$ cat config.mk
export PLATFORM = sky130hd
export DESIGN_NAME = fifo_queue_with_match_removal
export DESIGN_NICKNAME = d
export VERILOG_FILES = /design/src/sv/fqmr_pkg.sv /design/src/sv/fqmr_ram.sv /design/src/sv/fqmr_ctrl.sv /design/src/sv/fqmr_dp.sv /design/src/sv/fifo_queue_with_match_removal.sv
export SDC_FILE = /design/constraint.sdc
export NUM_CORES = 1
export LEC_CHECK = 0
export BUFFER_PORTS_ARGS = -buffer_cell sky130_fd_sc_hd__buf_2
export CAP_MARGIN = 20
export CORE_MARGIN = 8
export CORE_UTILIZATION = 60
export CTS_CLUSTER_DIAMETER = 200
export CTS_CLUSTER_SIZE = 28
export DETAILED_ROUTE_END_ITERATION = 7
export MAX_ROUTING_LAYER = met4
export PLACE_DENSITY = 0.77
export SYNTH_ARGS = -nofsm -noshare
export SYNTH_HDL_FRONTEND = slang
export SYNTH_SLANG_ARGS = --single-unit
$ cat constraint.sdc
create_clock -name clk -period 12.9 [get_ports clk]
set_clock_uncertainty 0.1 [all_clocks]
set_input_delay 1.935 -clock clk [delete_from_list [all_inputs] [get_ports clk]]
set_output_delay 1.935 -clock clk [all_outputs]
set_load 0.01 [all_outputs]
$ cat src/sv/fqmr_pkg.sv
package fqmr_pkg;

	localparam int DEPTH_DEF     = 16;
	localparam int WORD_BITS_DEF = 32;
	localparam int VALUE_BITS    = 32;
	localparam int COUNT_BITS    = 5;

	localparam logic [2:0] OP_ENQ  = 3'd0;
	localparam logic [2:0] OP_DEQ  = 3'd1;
	localparam logic [2:0] OP_PEEK = 3'd2;
	localparam logic [2:0] OP_FIND = 3'd3;
	localparam logic [2:0] OP_REMF = 3'd4;
	localparam logic [2:0] OP_REMA = 3'd5;

	localparam logic [1:0] STS_OK    = 2'd0;
	localparam logic [1:0] STS_FULL  = 2'd1;
	localparam logic [1:0] STS_EMPTY = 2'd2;

	typedef struct packed {
		logic [2:0]            op;
		logic [VALUE_BITS-1:0] value;
	} cmd_t;

	typedef struct packed {
		logic [VALUE_BITS-1:0] item_out;
		logic                  found;
		logic [1:0]            status;
		logic [COUNT_BITS-1:0] removed_count;
		logic [COUNT_BITS-1:0] occupancy;
	} rsp_t;

	// controller to datapath
	typedef struct packed {
		logic start;
		logic rd;
		logic emit;
	} ctl_t;

	// datapath to controller
	typedef struct packed {
		logic scan_need;
		logic last_rd;
		logic out_free;
	} sts_t;

endpackage

$ cat src/sv/fqmr_ram.sv
module fqmr_ram #(
	parameter int WIDTH = 32,
	parameter int DEPTH = 16
) (
	input  logic                     clk,
	input  logic                     we,
	input  logic [$clog2(DEPTH)-1:0] waddr,
	input  logic [WIDTH-1:0]         wdata,
	input  logic [$clog2(DEPTH)-1:0] raddr,
	output logic [WIDTH-1:0]         rdata
);

	logic [WIDTH-1:0] mem [DEPTH];

	always_ff @(posedge clk) begin
		if (we) begin
			mem[waddr] <= wdata;
		end
		rdata <= mem[raddr];
	end

endmodule

$ cat src/sv/fqmr_ctrl.sv
module fqmr_ctrl (
	input  logic          clk,
	input  logic          arst_n,
	input  logic          cmd_valid,
	output logic          cmd_stall,
	input  fqmr_pkg::sts_t sts,
	output fqmr_pkg::ctl_t ctl
);

	import fqmr_pkg::*;

	localparam logic [1:0] S_IDLE  = 2'd0;
	localparam logic [1:0] S_READ  = 2'd1;
	localparam logic [1:0] S_DRAIN = 2'd2;
	localparam logic [1:0] S_EMIT  = 2'd3;

	logic [1:0] state_q;
	logic [1:0] state_d;

	assign cmd_stall = (state_q != S_IDLE);

	always_comb begin
		state_d   = state_q;
		ctl.start = 1'b0;
		ctl.rd    = 1'b0;
		ctl.emit  = 1'b0;
		case (state_q)
			S_IDLE: begin
				if (cmd_valid) begin
					ctl.start = 1'b1;
					state_d   = sts.scan_need ? S_READ : S_EMIT;
				end
			end
			S_READ: begin
				ctl.rd = 1'b1;
				if (sts.last_rd) begin
					state_d = S_DRAIN;
				end
			end
			// last read word is folded in during this cycle
			S_DRAIN: begin
				state_d = S_EMIT;
			end
			S_EMIT: begin
				if (sts.out_free) begin
					ctl.emit = 1'b1;
					state_d  = S_IDLE;
				end
			end
			default: begin
				state_d = S_IDLE;
			end
		endcase
	end

	always_ff @(posedge clk or negedge arst_n) begin
		if (!arst_n) begin
			state_q <= S_IDLE;
		end else begin
			state_q <= state_d;
		end
	end

endmodule

$ cat src/sv/fqmr_dp.sv
module fqmr_dp #(
	parameter int DEPTH     = fqmr_pkg::DEPTH_DEF,
	parameter int WORD_BITS = fqmr_pkg::WORD_BITS_DEF
) (
	input  logic           clk,
	input  logic           arst_n,
	input  fqmr_pkg::cmd_t cmd_data,
	input  logic           rsp_stall,
	output logic           rsp_valid,
	output fqmr_pkg::rsp_t rsp_data,
	input  fqmr_pkg::ctl_t ctl,
	output fqmr_pkg::sts_t sts
);

	import fqmr_pkg::*;

	localparam int AW = $clog2(DEPTH);
	localparam int CW = $clog2(DEPTH + 1);
	localparam int SW = CW + 1;

	function automatic logic [AW-1:0] wrap_add(input logic [AW-1:0] base,
			input logic [CW-1:0] off);
		logic [SW-1:0] s;
		s = SW'(base) + SW'(off);
		if (s >= SW'(DEPTH)) begin
			s = s - SW'(DEPTH);
		end
		return AW'(s);
	endfunction

	logic [AW-1:0]        head_q;
	logic [CW-1:0]        count_q;
	logic [2:0]           op_q;
	logic [WORD_BITS-1:0] val_q;
	logic [CW-1:0]        len_q;
	logic [CW-1:0]        idx_q;
	logic [CW-1:0]        keep_q;
	logic [CW-1:0]        removed_q;
	logic [WORD_BITS-1:0] item_q;
	logic                 found_q;
	logic                 enq_ok_q;
	logic                 rd_vld_s1;
	logic                 rsp_valid_q;
	rsp_t                 rsp_q;

	logic [WORD_BITS-1:0] val_w;
	logic                 enq_ok;
	logic                 we;
	logic [AW-1:0]        waddr;
	logic [WORD_BITS-1:0] wdata;
	logic [AW-1:0]        raddr;
	logic [WORD_BITS-1:0] rdata;
	logic                 match;
	logic                 take;
	logic                 drop;
	logic                 keep_wr;
	logic [CW-1:0]        cnt_new;
	logic [1:0]           status_new;

	assign val_w  = WORD_BITS'(cmd_data.value);
	assign enq_ok = (cmd_data.op == OP_ENQ) && (count_q < CW'(DEPTH));

	assign sts.scan_need = (count_q != '0) && (cmd_data.op inside
		{OP_DEQ, OP_PEEK, OP_FIND, OP_REMF, OP_REMA});
	assign sts.last_rd   = ((idx_q + CW'(1)) == len_q);
	assign sts.out_free  = !rsp_valid_q || !rsp_stall;

	// fold in one read word per cycle
	always_comb begin
		match   = (rdata == val_q);
		take    = 1'b0;
		drop    = 1'b0;
		keep_wr = 1'b0;
		case (op_q)
			OP_DEQ, OP_PEEK: begin
				take = 1'b1;
			end
			OP_FIND: begin
				take = match && !found_q;
			end
			OP_REMF: begin
				take    = match && !found_q;
				drop    = take;
				keep_wr = !drop;
			end
			OP_REMA: begin
				drop    = match;
				keep_wr = !drop;
			end
			default: begin
				take = 1'b0;
			end
		endcase
	end

	assign we    = (ctl.start && enq_ok) || (rd_vld_s1 && keep_wr);
	assign waddr = wrap_add(head_q, ctl.start ? count_q : keep_q);
	assign wdata = ctl.start ? val_w : rdata;
	assign raddr = wrap_add(head_q, idx_q);

	fqmr_ram #(
		.WIDTH (WORD_BITS),
		.DEPTH (DEPTH)
	) u_ram (
		.clk   (clk),
		.we    (we),
		.waddr (waddr),
		.wdata (wdata),
		.raddr (raddr),
		.rdata (rdata)
	);

	assign cnt_new = count_q + CW'(enq_ok_q) - removed_q;

	always_comb begin
		case (op_q)
			OP_ENQ:  status_new = enq_ok_q ? STS_OK : STS_FULL;
			OP_DEQ, OP_PEEK, OP_FIND, OP_REMF, OP_REMA:
				status_new = found_q ? STS_OK : STS_EMPTY;
			default: status_new = STS_OK;
		endcase
	end

	always_ff @(posedge clk) begin
		if (ctl.start) begin
			op_q      <= cmd_data.op;
			val_q     <= val_w;
			enq_ok_q  <= enq_ok;
			len_q     <= (cmd_data.op inside {OP_DEQ, OP_PEEK}) ? CW'(1) : count_q;
			idx_q     <= '0;
			keep_q    <= '0;
			removed_q <= '0;
			item_q    <= '0;
			found_q   <= 1'b0;
		end else begin
			if (ctl.rd) begin
				idx_q <= idx_q + CW'(1);
			end
			if (rd_vld_s1) begin
				if (take) begin
					item_q <= rdata;
				end
				if (take || drop) begin
					found_q <= 1'b1;
				end
				if (op_q == OP_DEQ) begin
					removed_q <= CW'(1);
				end else if (drop) begin
					removed_q <= removed_q + CW'(1);
				end
				if (keep_wr) begin
					keep_q <= keep_q + CW'(1);
				end
			end
		end
		if (ctl.emit) begin
			rsp_q.item_out      <= (op_q == OP_REMA) ? '0 : VALUE_BITS'(item_q);
			rsp_q.found         <= found_q;
			rsp_q.status        <= status_new;
			rsp_q.removed_count <= COUNT_BITS'(removed_q);
			rsp_q.occupancy     <= COUNT_BITS'(cnt_new);
		end
	end

	always_ff @(posedge clk or negedge arst_n) begin
		if (!arst_n) begin
			head_q      <= '0;
			count_q     <= '0;
			rd_vld_s1   <= 1'b0;
			rsp_valid_q <= 1'b0;
		end else begin
			rd_vld_s1 <= ctl.rd;
			if (ctl.emit) begin
				count_q <= cnt_new;
				if ((op_q == OP_DEQ) && found_q) begin
					head_q <= wrap_add(head_q, CW'(1));
				end
				rsp_valid_q <= 1'b1;
			end else if (!rsp_stall) begin
				rsp_valid_q <= 1'b0;
			end
		end
	end

	assign rsp_valid = rsp_valid_q;
	assign rsp_data  = rsp_q;

endmodule

$ cat src/sv/fifo_queue_with_match_removal.sv
// channel   dir  payload    handshake
// cmd       in   cmd_data   cmd_valid / cmd_stall
// rsp       out  rsp_data   rsp_valid / rsp_stall
//
// one command at a time; enqueue, refused or empty-queue commands and unused codes
// go from transfer straight to the result; dequeue and peek first read one entry
// find and remove commands read every occupied entry: the single ram read port
// visits one entry per cycle while compaction writes behind it
// arst_n clears occupancy and head pointer; entry storage is not cleared
// a held result stalls completion of the next command, not its transfer
module fifo_queue_with_match_removal #(
	parameter int DEPTH     = fqmr_pkg::DEPTH_DEF,
	parameter int WORD_BITS = fqmr_pkg::WORD_BITS_DEF
) (
	input  logic           clk,
	input  logic           arst_n,
	input  logic           cmd_valid,
	output logic           cmd_stall,
	input  fqmr_pkg::cmd_t cmd_data,
	output logic           rsp_valid,
	input  logic           rsp_stall,
	output fqmr_pkg::rsp_t rsp_data
);

	import fqmr_pkg::*;

	ctl_t ctl;
	sts_t sts;

	fqmr_ctrl u_ctrl (
		.clk       (clk),
		.arst_n    (arst_n),
		.cmd_valid (cmd_valid),
		.cmd_stall (cmd_stall),
		.sts       (sts),
		.ctl       (ctl)
	);

	fqmr_dp #(
		.DEPTH     (DEPTH),
		.WORD_BITS (WORD_BITS)
	) u_dp (
		.clk       (clk),
		.arst_n    (arst_n),
		.cmd_data  (cmd_data),
		.rsp_stall (rsp_stall),
		.rsp_valid (rsp_valid),
		.rsp_data  (rsp_data),
		.ctl       (ctl),
		.sts       (sts)
	);

endmodule

==> flow_summary_export.csv <==
group,metric,value,unit
critical_path,path_cells,"buf_2 > nand2_2 > buf_4 > inv_4 > nand2_1 > nand2_1 > ha_1 > a21o_1 > a21oi_1 > xor2_1 > nor4_2 > buf_4",
critical_path,required,13.06,ns
critical_path,critical_path_class,"in -> reg",
timing,drv_slew,0,
placement,dp_slack,6.74,ns
synthesis,yosysSeqAreaShare,0.738,
critical_path,slowest_delay,0.86,ns
synthesis,synthFlopType,"edfxtp_1",
hold_path,worstHoldStart,"u_dp.item_q[24]$_SDFFE_PP0P_",
floorplanning,dieWidth,228,um
drt,finalWirelength,56000,um
synthesis,yosysWarnings,0,
floorplanning,start_util,0.609,
cts,tritoncts,"yes",
synthesis,netlist_instances,1518,
critical_path,path_buf_inv,4,
drt,antenna_left,0,
timing,holdWs,0.401,ns
synthesis,synthTopCellsByCount,"edfxtp_1, nand2_1, mux4_2",
synthesis,yosys-top-cells-area,"edfxtp_1, mux4_2, dfxtp_1",
timing,setup_viol,0,
drt,drt_iter0_markers,1343,
global_routing,grt_max_degree,86,
timing,relSlewSlack,0.335,
floorplanning,num_rows,77,
global_routing,grt_use_total,0.220,
drt,wire_per_inst,25.4,um
drt,viasPerCell,6.18,
cts,root_buffer,"clkbuf_16",
synthesis,synth_area,26900,sq um
cts,cts_htree_levels,1,
critical_path,cp_top_family,"buffers and inverters",
cts,cts_made_buffers,28,
timing,finalCriticalPeriod,5.57,ns
global_routing,gr-total-overflow,0,
critical_path,cp_slowest_cell,"nor4_2",
floorplanning,core,44200,sq um
layout,layout.nets,1655,
floorplanning,ios,86,
run,maxCapViolations,0,
timing,rsz0062_at_grt,"no",
critical_path,rrSetupSlack,8.04,ns
critical_path,worstPathArrival,5.72,ns
drt,first_pass_iters,5,
hold_path,whs_endpoint,"u_dp.item_q[24]$_SDFFE_PP0P_",
placement,numPortBuffers,85,
pwr,peakVddDrop,301,uV
critical_path,cp_max_fo,53,
critical_path,r2r_cells,13,
layout,drive_gt1_frac,0.189,
timing,worstMarginPinSlew,0.990,ns
synthesis,syn_avg_cell_area,17.7,sq um
synthesis,synth_area_leader_cell,"edfxtp_1",
cts,clkTransAtPathRegs,0.10,ns
floorplanning,dieArea,51900,sq um
synthesis,yosysTopAreaCellShare,0.667,
layout,multiInputGateArea,6790,sq um
cts,cts_sinks,690,
layout,final_area,29000,sq um
synthesis,syn-num-nets,1583,
global_routing,grt_pass1_vias,14000,
synthesis,ys_ff_latch,690,
layout,seqCellArea,19900,sq um
timing,fmax,180,MHz
layout,fillers,2928,
drt,vias,13600,
layout,syn_to_final_growth,7.50,%
cts,cts_max_path_buffers,3,
critical_path,end_kind,"flip-flop",
placement,place_area,28100,sq um
hold_path,hp-class,"reg -> reg",
cts,postCtsSetupBuffers,0,
pwr,power_density,253,nW/um^2
placement,dp_hpwl,32600,um
pwr,leakage,9.78,nW
synthesis,synth.most_common_cell,"edfxtp_1",
critical_path,r2r_end,"u_dp.u_ram.mem[12][5]$_DFFE_PP_",
placement,globalplace.congestion,0.786,
synthesis,ys_types,54,
timing,setup_tns,0,ns
cts,ctsResizeCount,0,
critical_path,path_depth,12,
synthesis,synth_edf_count,598,
critical_path,startpoint_type,"input pin",
synthesis,async_flop_share,0.0188,
hold_path,min_path_cells,2,
timing,finalHoldViolations,0,
global_routing,grt_pass1_wl,85800,um
run_status,status,"finished, final reports clean",
timing,period_share,0.431,
floorplanning,die_h,228,um
critical_path,rr_startpoint,"u_ctrl.state_q[1]$_DFFE_PN0P_",
cts,insertion_delay,0.61,ns
timing,setup_slack,7.33,ns
drt,drc,0,
global_routing,grt_antenna_before_repair,1,
layout,post-route-util,0.655,
cts,cts.hold.buffers_added,0,
final cells by class:
class,count,share of cell area
clock inverter,1,0.000389
tap,592,0.0256
inverter,22,0.00294
antenna,1,0.0000864
sequential,690,0.686
clock buffer,51,0.0279
timing repair buffer,113,0.0224
multi-input combinational,735,0.235
kinds of logic after synthesis:
group	synth area share
flip-flops	0.738
AND/OR/NAND/NOR	0.0659
multiplexers	0.122
AO/OA/AOI/OAI	0.0249
buffers and inverters	0.0155
XOR/XNOR	0.0208
adder cells (fa/ha/maj)	0.0129
placed cells by master, fill, tap and decap left out, types with 5 or more instances in the layout:
cell,count
a211oi_1,33
a21oi_1,7
a31oi_1,33
and2_1,63
buf_2,85
buf_4,27
clkbuf_1,22
clkbuf_16,29
dfrtp_1,13
dfxtp_1,79
edfxtp_1,598
ha_1,22
inv_1,20
mux2i_1,39
mux4_2,128
nand2_1,190
nand3_1,10
nand4_1,14
nor2_1,50
nor2b_1,5
nor3_1,6
nor3_2,12
o21ai_1,5
xnor2_1,53
xor2_1,8
through the flow:
| stage | power, mW | std cells |
|---|---|---|
| final | 7.34 | 2205 |
| after global routing | 7.72 | 2205 |
| after CTS | 7.40 | 2204 |
| after detailed placement | 6.36 | 2152 |
| after global placement | 6.26 | 2152 |
| after floorplan | 5.48 | 1518 |
per-layer routing:
| layer | vias to the layer above | global-route usage | share of wire |
|---|---|---|---|
| met4 | 0 | 0.0525 | 0.025 |
| met1 | 7093 | 0.289 | 0.40 |
| met3 | 85 | 0.0321 | 0.069 |
| li1 | 5974 | - | - |
| met5 | - | - | 0 |
| met2 | 481 | 0.363 | 0.50 |
registers in the layout, indices dropped and copies added, names as in the netlist:
signal            cells
u_dp.rd_vld_s1        1
u_dp.u_ram.mem      512
u_dp.u_ram.rdata     32
u_dp.removed_q        5
u_dp.found_q          1
u_dp.op_q             3
u_dp.rsp_data        45
u_dp.len_q            5
u_dp.enq_ok_q         1
u_dp.val_q           32
u_dp.keep_q           4
u_dp.count_q          5
u_dp.item_q          32
u_dp.head_q           4
u_ctrl.state_q        2
u_dp.rsp_valid        1
u_dp.idx_q            5
power by group:
part / internal (mW) / leakage [nW] / switching (mW)
Sequential: 3.06 / 6.23 / 0.169
Clock: 0.431 / 0.389 / 0.633
Combinational: 1.26 / 3.15 / 1.78
Total: 4.76 / 9.78 / 2.58
worst reg2reg max path: cells and delay by family (launching register included):
family | cells | cell delay (ns)
DFF | 1 | 0.40
xor gates and xnor gates | 1 | 0.32
adders and majority gates | 2 | 0.49
and+or+nand+nor | 4 | 1.19
buffers and inverters | 4 | 1.61
AOI/OAI and AO/OA | 2 | 0.38
worst max path at each step:
stage | end | from
finish | u_dp.u_ram.mem[12][5]$_DFFE_PP_ | cmd_valid
global route | u_dp.u_ram.mem[12][6]$_DFFE_PP_ | cmd_valid
CTS | u_dp.u_ram.mem[12][5]$_DFFE_PP_ | cmd_valid
detailed placement | u_dp.u_ram.mem[12][9]$_DFFE_PP_ | cmd_valid
global placement | u_dp.u_ram.mem[12][6]$_DFFE_PP_ | cmd_valid
floorplan | u_dp.u_ram.mem[4][0]$_DFFE_PP_ | cmd_valid
(Power assumes the default switching activity.)
